`config.mk`:
```
export PLATFORM = sky130hd
export DESIGN_NAME = trial_division_factorizer
export DESIGN_NICKNAME = d
export VERILOG_FILES = /design/src/hw/rtl/tdf_pkg.sv /design/src/hw/rtl/tdf_div.sv /design/src/hw/rtl/tdf_dp.sv /design/src/hw/rtl/tdf_ctrl.sv /design/src/hw/rtl/trial_division_factorizer.sv
export VERILOG_INCLUDE_DIRS = /design/src /design/src/hw/rtl
export SDC_FILE = /design/constraint.sdc
export NUM_CORES = 1
export LEC_CHECK = 0
export ABC_AREA = 1
export BUFFER_PORTS_ARGS = -buffer_cell sky130_fd_sc_hd__clkbuf_2
export CAP_MARGIN = 20
export CELL_PAD_IN_SITES_DETAIL_PLACEMENT = 1
export CELL_PAD_IN_SITES_GLOBAL_PLACEMENT = 1
export CORE_ASPECT_RATIO = 0.6
export CORE_MARGIN = 1.5
export CORE_UTILIZATION = 46
export DETAILED_ROUTE_END_ITERATION = 12
export PLACE_DENSITY = 0.91
export SYNTH_ARGS = -nofsm -noshare
export SYNTH_HDL_FRONTEND = slang
export SYNTH_SLANG_ARGS = --single-unit
```
`constraint.sdc`:
```
create_clock -name clk -period 4.4 [get_ports clk]
set_input_delay 0.44 -clock clk [delete_from_list [all_inputs] [get_ports clk]]
set_output_delay 0.44 -clock clk [all_outputs]
set_load 0.02 [all_outputs]
```
`src/hw/rtl/trial_division_factorizer_assert.svh`:
```
`ifndef TRIAL_DIVISION_FACTORIZER_ASSERT_SVH
`define TRIAL_DIVISION_FACTORIZER_ASSERT_SVH

// Both macros expect clk and arst_n in the scope where they are used.

// The consequent must hold in the same cycle as the antecedent.
`define TDF_ASSERT_NOW(lbl, ante, cons) \
	lbl: assert property (@(posedge clk) disable iff (!arst_n) (ante) |-> (cons)) \
		else $error("tdf assertion failed");

// The consequent must hold in the cycle after the antecedent.
`define TDF_ASSERT_NEXT(lbl, ante, cons) \
	lbl: assert property (@(posedge clk) disable iff (!arst_n) (ante) |=> (cons)) \
		else $error("tdf assertion failed");

`endif

```
`src/hw/rtl/tdf_pkg.sv`:
```
package tdf_pkg;

	localparam int VALUE_BITS_DEF = 32;
	localparam int FIRST_DIVISOR = 3;
	localparam int DIVISOR_STEP = 2;
	localparam int EVEN_FACTOR = 2;

	typedef enum logic [2:0] {
		SRC_RAW,
		SRC_NEG1,
		SRC_TWO,
		SRC_DIV,
		SRC_REM
	} src_t;

	typedef struct packed {
		logic load;
		logic emit;
		src_t src;
		logic last;
		logic shift2;
		logic div_start;
		logic take_quo;
		logic next_div;
	} cmd_t;

	typedef struct packed {
		logic is_trivial;
		logic is_neg;
		logic mag_one;
		logic rem_even;
		logic rem_two;
		logic div_busy;
		logic d_gt_q;
		logic rmd_zero;
		logic out_free;
	} sts_t;

endpackage

```
`src/hw/rtl/tdf_div.sv`:
```
module tdf_div #(
	parameter int W = tdf_pkg::VALUE_BITS_DEF
) (
	input  logic         clk,
	input  logic         arst_n,
	input  logic         start,
	input  logic [W-1:0] dividend,
	input  logic [W-1:0] divisor,
	output logic         busy,
	output logic [W-1:0] quo,
	output logic [W-1:0] rmd
);

	localparam int CW = $clog2(W + 1);

	logic [CW-1:0] cnt_q;
	logic [W-1:0]  quo_q;
	logic [W-1:0]  acc_q;
	logic [W:0]    sh;
	logic [W:0]    diff;
	logic          ge;

	// One restoring step per cycle: shift in the next dividend bit and subtract if it fits.
	assign sh   = {acc_q, quo_q[W-1]};
	assign diff = sh - {1'b0, divisor};
	assign ge   = sh >= {1'b0, divisor};

	always_ff @(posedge clk or negedge arst_n) begin
		if (!arst_n) begin
			cnt_q <= '0;
		end else if (start) begin
			cnt_q <= CW'(W);
		end else if (cnt_q != '0) begin
			cnt_q <= cnt_q - CW'(1);
		end
	end

	always_ff @(posedge clk) begin
		if (start) begin
			quo_q <= dividend;
			acc_q <= '0;
		end else if (cnt_q != '0) begin
			quo_q <= {quo_q[W-2:0], ge};
			acc_q <= ge ? diff[W-1:0] : sh[W-1:0];
		end
	end

	assign busy = cnt_q != '0;
	assign quo  = quo_q;
	assign rmd  = acc_q;

endmodule

```
`src/hw/rtl/tdf_dp.sv`:
```
module tdf_dp #(
	parameter int W = tdf_pkg::VALUE_BITS_DEF
) (
	input  logic                clk,
	input  logic                arst_n,
	input  logic signed [W-1:0] number,
	input  tdf_pkg::cmd_t       cmd,
	output tdf_pkg::sts_t       sts,
	output logic                out_valid,
	input  logic                out_ready,
	output logic signed [W-1:0] factor_value,
	output logic                last_factor
);

	localparam logic [W-1:0] SIGN_BIT = {1'b1, {(W-1){1'b0}}};

	logic [W-1:0] raw_q;
	logic         neg_q;
	logic [W-1:0] rem_q;
	logic [W-1:0] d_q;
	logic         out_valid_q;
	logic [W-1:0] val_q;
	logic         last_q;
	logic [W-1:0] mag;
	logic [W-1:0] mag_sat;
	logic [W-1:0] emit_val;
	logic         div_busy;
	logic [W-1:0] quo;
	logic [W-1:0] rmd;

	// The most negative value has no positive counterpart and saturates to the largest one.
	assign mag     = ~number + W'(1);
	assign mag_sat = (mag == SIGN_BIT) ? (SIGN_BIT - W'(1)) : mag;

	tdf_div #(.W(W)) u_div (
		.clk      (clk),
		.arst_n   (arst_n),
		.start    (cmd.div_start),
		.dividend (rem_q),
		.divisor  (d_q),
		.busy     (div_busy),
		.quo      (quo),
		.rmd      (rmd)
	);

	always_ff @(posedge clk) begin
		if (cmd.load) begin
			raw_q <= number;
			neg_q <= number[W-1];
			rem_q <= number[W-1] ? mag_sat : number;
			d_q   <= W'(tdf_pkg::FIRST_DIVISOR);
		end else begin
			if (cmd.shift2) begin
				rem_q <= rem_q >> 1;
			end else if (cmd.take_quo) begin
				rem_q <= quo;
			end
			if (cmd.next_div) begin
				d_q <= d_q + W'(tdf_pkg::DIVISOR_STEP);
			end
		end
	end

	always_comb begin
		unique case (cmd.src)
			tdf_pkg::SRC_RAW:  emit_val = raw_q;
			tdf_pkg::SRC_NEG1: emit_val = '1;
			tdf_pkg::SRC_TWO:  emit_val = W'(tdf_pkg::EVEN_FACTOR);
			tdf_pkg::SRC_DIV:  emit_val = d_q;
			tdf_pkg::SRC_REM:  emit_val = rem_q;
			default:           emit_val = '0;
		endcase
	end

	always_ff @(posedge clk or negedge arst_n) begin
		if (!arst_n) begin
			out_valid_q <= 1'b0;
		end else if (cmd.emit) begin
			out_valid_q <= 1'b1;
		end else if (out_ready) begin
			out_valid_q <= 1'b0;
		end
	end

	always_ff @(posedge clk) begin
		if (cmd.emit) begin
			val_q  <= emit_val;
			last_q <= cmd.last;
		end
	end

	assign sts.is_trivial = (raw_q == '0) || (raw_q == W'(1));
	assign sts.is_neg     = neg_q;
	assign sts.mag_one    = rem_q == W'(1);
	assign sts.rem_even   = !rem_q[0];
	assign sts.rem_two    = rem_q == W'(tdf_pkg::EVEN_FACTOR);
	assign sts.div_busy   = div_busy;
	assign sts.d_gt_q     = d_q > quo;
	assign sts.rmd_zero   = rmd == '0;
	assign sts.out_free   = !out_valid_q || out_ready;

	assign out_valid    = out_valid_q;
	assign factor_value = val_q;
	assign last_factor  = last_q;

endmodule

```
`src/hw/rtl/tdf_ctrl.sv`:
```
`include "trial_division_factorizer_assert.svh"

module tdf_ctrl (
	input  logic          clk,
	input  logic          arst_n,
	input  logic          in_valid,
	output logic          in_ready,
	input  tdf_pkg::sts_t sts,
	output tdf_pkg::cmd_t cmd
);

	localparam logic [2:0] ST_IDLE  = 3'd0;
	localparam logic [2:0] ST_START = 3'd1;
	localparam logic [2:0] ST_TWOS  = 3'd2;
	localparam logic [2:0] ST_DIV   = 3'd3;
	localparam logic [2:0] ST_WAIT  = 3'd4;

	logic [2:0] state_q;
	logic [2:0] state_d;

	always_comb begin
		cmd      = '0;
		cmd.src  = tdf_pkg::SRC_RAW;
		state_d  = state_q;
		in_ready = state_q == ST_IDLE;
		unique case (state_q)
			ST_IDLE: begin
				if (in_valid) begin
					cmd.load = 1'b1;
					state_d  = ST_START;
				end
			end
			ST_START: begin
				if (sts.is_trivial) begin
					if (sts.out_free) begin
						cmd.emit = 1'b1;
						cmd.src  = tdf_pkg::SRC_RAW;
						cmd.last = 1'b1;
						state_d  = ST_IDLE;
					end
				end else if (sts.is_neg) begin
					if (sts.out_free) begin
						cmd.emit = 1'b1;
						cmd.src  = tdf_pkg::SRC_NEG1;
						cmd.last = sts.mag_one;
						state_d  = sts.mag_one ? ST_IDLE : ST_TWOS;
					end
				end else begin
					state_d = ST_TWOS;
				end
			end
			ST_TWOS: begin
				if (sts.rem_even) begin
					if (sts.out_free) begin
						cmd.emit   = 1'b1;
						cmd.src    = tdf_pkg::SRC_TWO;
						cmd.last   = sts.rem_two;
						cmd.shift2 = 1'b1;
						if (sts.rem_two) begin
							state_d = ST_IDLE;
						end
					end
				end else begin
					state_d = ST_DIV;
				end
			end
			ST_DIV: begin
				cmd.div_start = 1'b1;
				state_d       = ST_WAIT;
			end
			ST_WAIT: begin
				if (!sts.div_busy) begin
					if (sts.d_gt_q) begin
						// The divisor squared exceeds the remainder, so the remainder is prime.
						if (sts.out_free) begin
							cmd.emit = 1'b1;
							cmd.src  = tdf_pkg::SRC_REM;
							cmd.last = 1'b1;
							state_d  = ST_IDLE;
						end
					end else if (sts.rmd_zero) begin
						if (sts.out_free) begin
							cmd.emit     = 1'b1;
							cmd.src      = tdf_pkg::SRC_DIV;
							cmd.take_quo = 1'b1;
							state_d      = ST_DIV;
						end
					end else begin
						cmd.next_div = 1'b1;
						state_d      = ST_DIV;
					end
				end
			end
			default: begin
				state_d = ST_IDLE;
			end
		endcase
	end

	always_ff @(posedge clk or negedge arst_n) begin
		if (!arst_n) begin
			state_q <= ST_IDLE;
		end else begin
			state_q <= state_d;
		end
	end

	`TDF_ASSERT_NOW(a_emit_free, cmd.emit, sts.out_free)
	`TDF_ASSERT_NOW(a_start_idle, cmd.div_start, !sts.div_busy)
	`TDF_ASSERT_NEXT(a_div_busy, cmd.div_start, sts.div_busy)
	`TDF_ASSERT_NEXT(a_accept_start, in_valid && in_ready, state_q == ST_START)

endmodule

```
`src/hw/rtl/trial_division_factorizer.sv`:
```
// Trial-division factorizer. The input channel (in_valid, in_ready, number) takes one
// signed value per transaction. The output channel (out_valid, out_ready, factor_value,
// last_factor) gives its prime factors in ascending order, one transaction per factor,
// with last_factor high on the final one. Zero and one are echoed; a negative value first
// gives -1 and is then factored by its magnitude.
// One value is handled at a time: in_ready is high only while the block is idle.
// The first result for zero, one or a negative value is emitted from the start state,
// for a positive even value from the factor-of-two state, and for a positive odd value
// only after its first trial division. Factors of two are removed by shifting. Each odd
// trial divisor is tested in the serial restoring divider, which yields quotient and
// remainder together; the divisor runs from 3 up to about the square root of the
// remainder, so a 31-bit prime needs about 23,000 trials, while values with small
// factors finish far sooner.
// A held result in the output register stalls the sequencer at its next factor until
// out_ready takes it, so a stalled receiver simply pauses the computation; nothing is lost.
// Reset clears the sequencer, the divider count and the output valid flag.
module trial_division_factorizer #(
	parameter int VALUE_BITS = tdf_pkg::VALUE_BITS_DEF
) (
	input  logic                         clk,
	input  logic                         arst_n,
	input  logic                         in_valid,
	output logic                         in_ready,
	input  logic signed [VALUE_BITS-1:0] number,
	output logic                         out_valid,
	input  logic                         out_ready,
	output logic signed [VALUE_BITS-1:0] factor_value,
	output logic                         last_factor
);

	tdf_pkg::cmd_t cmd;
	tdf_pkg::sts_t sts;

	tdf_ctrl u_ctrl (
		.clk      (clk),
		.arst_n   (arst_n),
		.in_valid (in_valid),
		.in_ready (in_ready),
		.sts      (sts),
		.cmd      (cmd)
	);

	tdf_dp #(.W(VALUE_BITS)) u_dp (
		.clk          (clk),
		.arst_n       (arst_n),
		.number       (number),
		.cmd          (cmd),
		.sts          (sts),
		.out_valid    (out_valid),
		.out_ready    (out_ready),
		.factor_value (factor_value),
		.last_factor  (last_factor)
	);

endmodule

```
==> impl_metrics.yaml <==
pwr:
  ir_drop_mv: 0.339
  power_w: 0.0109
  p_leak_nw: 6.92
  pwr_density_cell_mw_per_mm2: 690
routing:
  drc: 0
  vias_per_cell: 6.09
  wl_per_cell_um: 22.8
  detailedRoute.firstIterationViolations: 2139
  route.vias.total: 15500
  firstDrtPassIters: 8
  final_antenna_net_count: 0
  wl_mm: 58.0
timing:
  skew_ns: 0.0297
  fin_crit_ns: 3.82
  final-setup-viol-count: 0
  period_share: 0.869
  relSlewSlack: 0.258
  rsz0062_at_grt: "no"
  tns_ns: 0
  max_freq_mhz: 262
  setup_ws_ns: 0.578
  drv_slew: 0
  hold_viol: 0
  tightestPinTransition_ns: 1.11
  whs_ns: 0.150
clock_network:
  htreeDepth: 1
  clockBufferDepth: 3
  clkLatencyLatePin_ns: 0.54
  ctsRootBufferMaster: "clkbuf_16"
  cts_tree: "built"
  cts_sinks: 202
  path_clk_slew_ns: 0.08
  numCtsBuffers: 21
place:
  place.gp.congestion: 1.05
  dp_slack_ns: 0.782
  io_buffers: 70
  place_area_mm2: 0.0151
  hpwl_mm: 43.1
outcome:
  status: "completed"
synth:
  synth.top_cell.area_share: 0.272
  synth-edff-count: 129
  yosysWarnings: 0
  ys_seq_area_frac: 0.378
  synth_cell_type_count: 46
  syn_area_mm2: 0.0143
  synth_seq_cells: 202
  syn-instance-count: 2060
  synth_flop_cell: "edfxtp_1"
  syn_nets: 2163
  synth_area_leaders: "edfxtp_1, nand2_1, dfxtp_1"
  netlist.top_cell.by_area: "edfxtp_1"
  syn_avg_cell_area_um2: 6.92
  async_flop_share: 0.0495
floorplanning:
  core_mm2: 0.0302
  die-area_mm2: 0.0321
  row_count: 49
  start_util: 0.472
  die_w_um: 230
  pin_count: 71
  die_h_um: 139
critical_path:
  reg2reg_slack_ns: 0.58
  endpoint_kind: "register"
  worstReg2RegEnd: "u_dp.factor_value[17]$_DFFE_PP_"
  path_max_fanout: 27
  reg2reg_depth: 15
  startpoint_type: "register"
  critPathRequiredTime_ns: 4.78
  critical_path_arrival_ns: 4.20
  worstReg2RegStart: "u_ctrl.state_q[0]$_DFFE_PN0P_"
  crit_type: "register to register"
min_path:
  min_path_cells: 1
  hp-start: "number[0]"
  worstHoldPathType: "input port to register"
  hold_path_end: "u_dp.raw_q[0]$_DFFE_PP_"
final_layout:
  fill_cells: 3974
  diodes: 0
  fin_nets: 2218
  syn2layout_area_growth_pct: 10.6
  final_area_mm2: 0.0158
  drive_above_1_share: 0.0719
global_routing:
  antenna_found_initial: 1
  grt.total_usage: 0.355
  grt_max_degree: 64
  grt_pass1_vias: 15200
  grt_overflow: 0
  grt_pass1_wl_mm: 88.7
run:
  max-cap-violations: 0
-- placed cells by master, fill, tap and decap left out, types with 5 or more instances in the layout --
cell type | Yosys | final
nor3_1 | 31 | 31
a31oi_1 | 6 | 6
dfrtp_1 | 10 | 10
o211ai_1 | 18 | 18
clkbuf_16 | 0 | 21
buf_4 | 0 | 25
xor2_1 | 34 | 34
ha_1 | 66 | 66
edfxtp_1 | 129 | 129
a21oi_1 | 106 | 106
nand2_1 | 633 | 633
o21ai_1 | 20 | 20
nor2_1 | 270 | 267
o21ai_0 | 123 | 123
nand4_1 | 48 | 48
nor4_1 | 23 | 23
clkbuf_2 | 0 | 70
dfxtp_1 | 63 | 63
nor2_4 | 4 | 5
inv_1 | 214 | 214
nand3_1 | 111 | 111
clkinv_1 | 2 | 6
a21o_1 | 8 | 8
nand3b_1 | 13 | 13
nor2_2 | 9 | 11
xnor2_1 | 15 | 15
o21bai_1 | 9 | 9
-- layer usage --
metal,wire (µm),vias to the layer above,global-route usage
met5,85,-,0.0164
met4,1170,4,0.0667
met2,24100,889,0.519
li1,-,6918,-
met1,25400,7527,0.525
met3,7200,112,0.0957
-- synthesized netlist by cell type (8+ instances only) --
cell type	n
o21ai_1	20
nor4_1	23
nor3_1	31
ha_1	66
nand3b_1	13
a21o_1	8
a21oi_1	106
o21bai_1	9
nor2_1	270
dfxtp_1	63
nand4_1	48
nor2_2	9
xor2_1	34
edfxtp_1	129
o21ai_0	123
inv_1	214
clkbuf_1	45
nand2_1	633
xnor2_1	15
nand3_1	111
o211ai_1	18
buf_2	14
dfrtp_1	10
-- cells by family (layout without fill, tap and decap cells) --
| family | Yosys count | after routing | share of synthesized area |
|---|---|---|---|
| AND/OR/NAND/NOR | 1152 | 1152 | 0.339 |
| AO/OA/AOI/OAI | 306 | 306 | 0.117 |
| buffers and inverters | 284 | 353 | 0.0770 |
| flip-flops | 202 | 202 | 0.378 |
| adder cells (fa/ha/maj) | 67 | 67 | 0.0593 |
| XOR/XNOR | 49 | 49 | 0.0301 |
-- what timing repair did --
action | CTS | global route
gates resized for setup | 0 | 0
setup endpoints to repair | 0 | 0
hold buffers | 1 | 0
setup buffers | 0 | 0
endpoints found under the hold margin | 10 | 0
-- critical path, cell delays in order, from the launching register on --
cell,delay (ns)
dfrtp_1,0.43
nor2_1,0.13
inv_1,0.07
nor2_1,0.11
buf_4,0.36
inv_1,0.18
nor2_1,0.30
inv_1,0.14
nor2_1,0.22
nand3_1,0.27
inv_1,0.89
buf_4,0.28
nand2_1,0.05
o21ai_0,0.09
nor2_1,0.08
nand2_1,0.07
-- flip-flops by register name (all words and copies together), names as in the netlist --
name / flops
u_dp.last_factor: 1
u_dp.rem_q: 32
u_dp.u_div.rmd: 32
u_dp.out_valid: 1
u_dp.raw_q: 32
u_dp.u_div.quo: 32
u_dp.d_q: 31
u_dp.u_div.cnt_q: 6
u_dp.factor_value: 32
u_ctrl.state_q: 3
-- power by group --
| group | leakage, nW | switching, W | internal (W) | total, W |
|---|---|---|---|---|
| Sequential | 1.89 | 0.000565 | 0.00300 | 0.00356 |
| Clock | 0.307 | 0.000854 | 0.000999 | 0.00185 |
| Combinational | 4.72 | 0.00375 | 0.00173 | 0.00547 |
| Total | 6.92 | 0.00517 | 0.00572 | 0.0109 |
-- worst max-delay path by stage --
stage | startpoint | end | slack, ns | cells after the start
6_report | u_ctrl.state_q[0]$_DFFE_PN0P_ | u_dp.factor_value[17]$_DFFE_PP_ | 0.58 | 15
5_1_grt | u_ctrl.state_q[0]$_DFFE_PN0P_ | u_dp.factor_value[17]$_DFFE_PP_ | 0.44 | 15
4_1_cts | u_dp.d_q[1]$_SDFFE_PP1P_ | u_dp.u_div.rmd[13]$_SDFFE_PP0P_ | 0.75 | 13
3_5_place_dp | u_dp.d_q[1]$_SDFFE_PP1P_ | u_dp.u_div.rmd[13]$_SDFFE_PP0P_ | 0.78 | 13
3_3_place_gp | u_dp.d_q[1]$_SDFFE_PP1P_ | u_dp.u_div.rmd[10]$_SDFFE_PP0P_ | 0.88 | 13
2_1_floorplan | u_dp.u_div.quo[31]$_DFFE_PP_ | u_dp.rem_q[0]$_DFFE_PP_ | 1.16 | 12
-- area by class of cell --
cell class	instances	area, µm²	area share
Sequential cell	202	5390	0.341
Inverter	218	818	0.0519
Multi-Input combinational cell	1574	7800	0.494
Clock inverter	12	118	0.00746
Tap cell	408	510	0.0324
Clock buffer	25	541	0.0343
Timing Repair Buffer	98	603	0.0382
-- metrics by stage --
| stage | std cells | utilization |
|---|---|---|
| after CTS | 2536 | 0.521 |
| after global routing | 2537 | 0.522 |
| after floorplan | 2060 | - |
| after global placement | 2497 | 0.498 |
| final | 2537 | 0.522 |
| after detailed placement | 2498 | 0.499 |
Note: power is estimated with default switching activity, not from simulation.
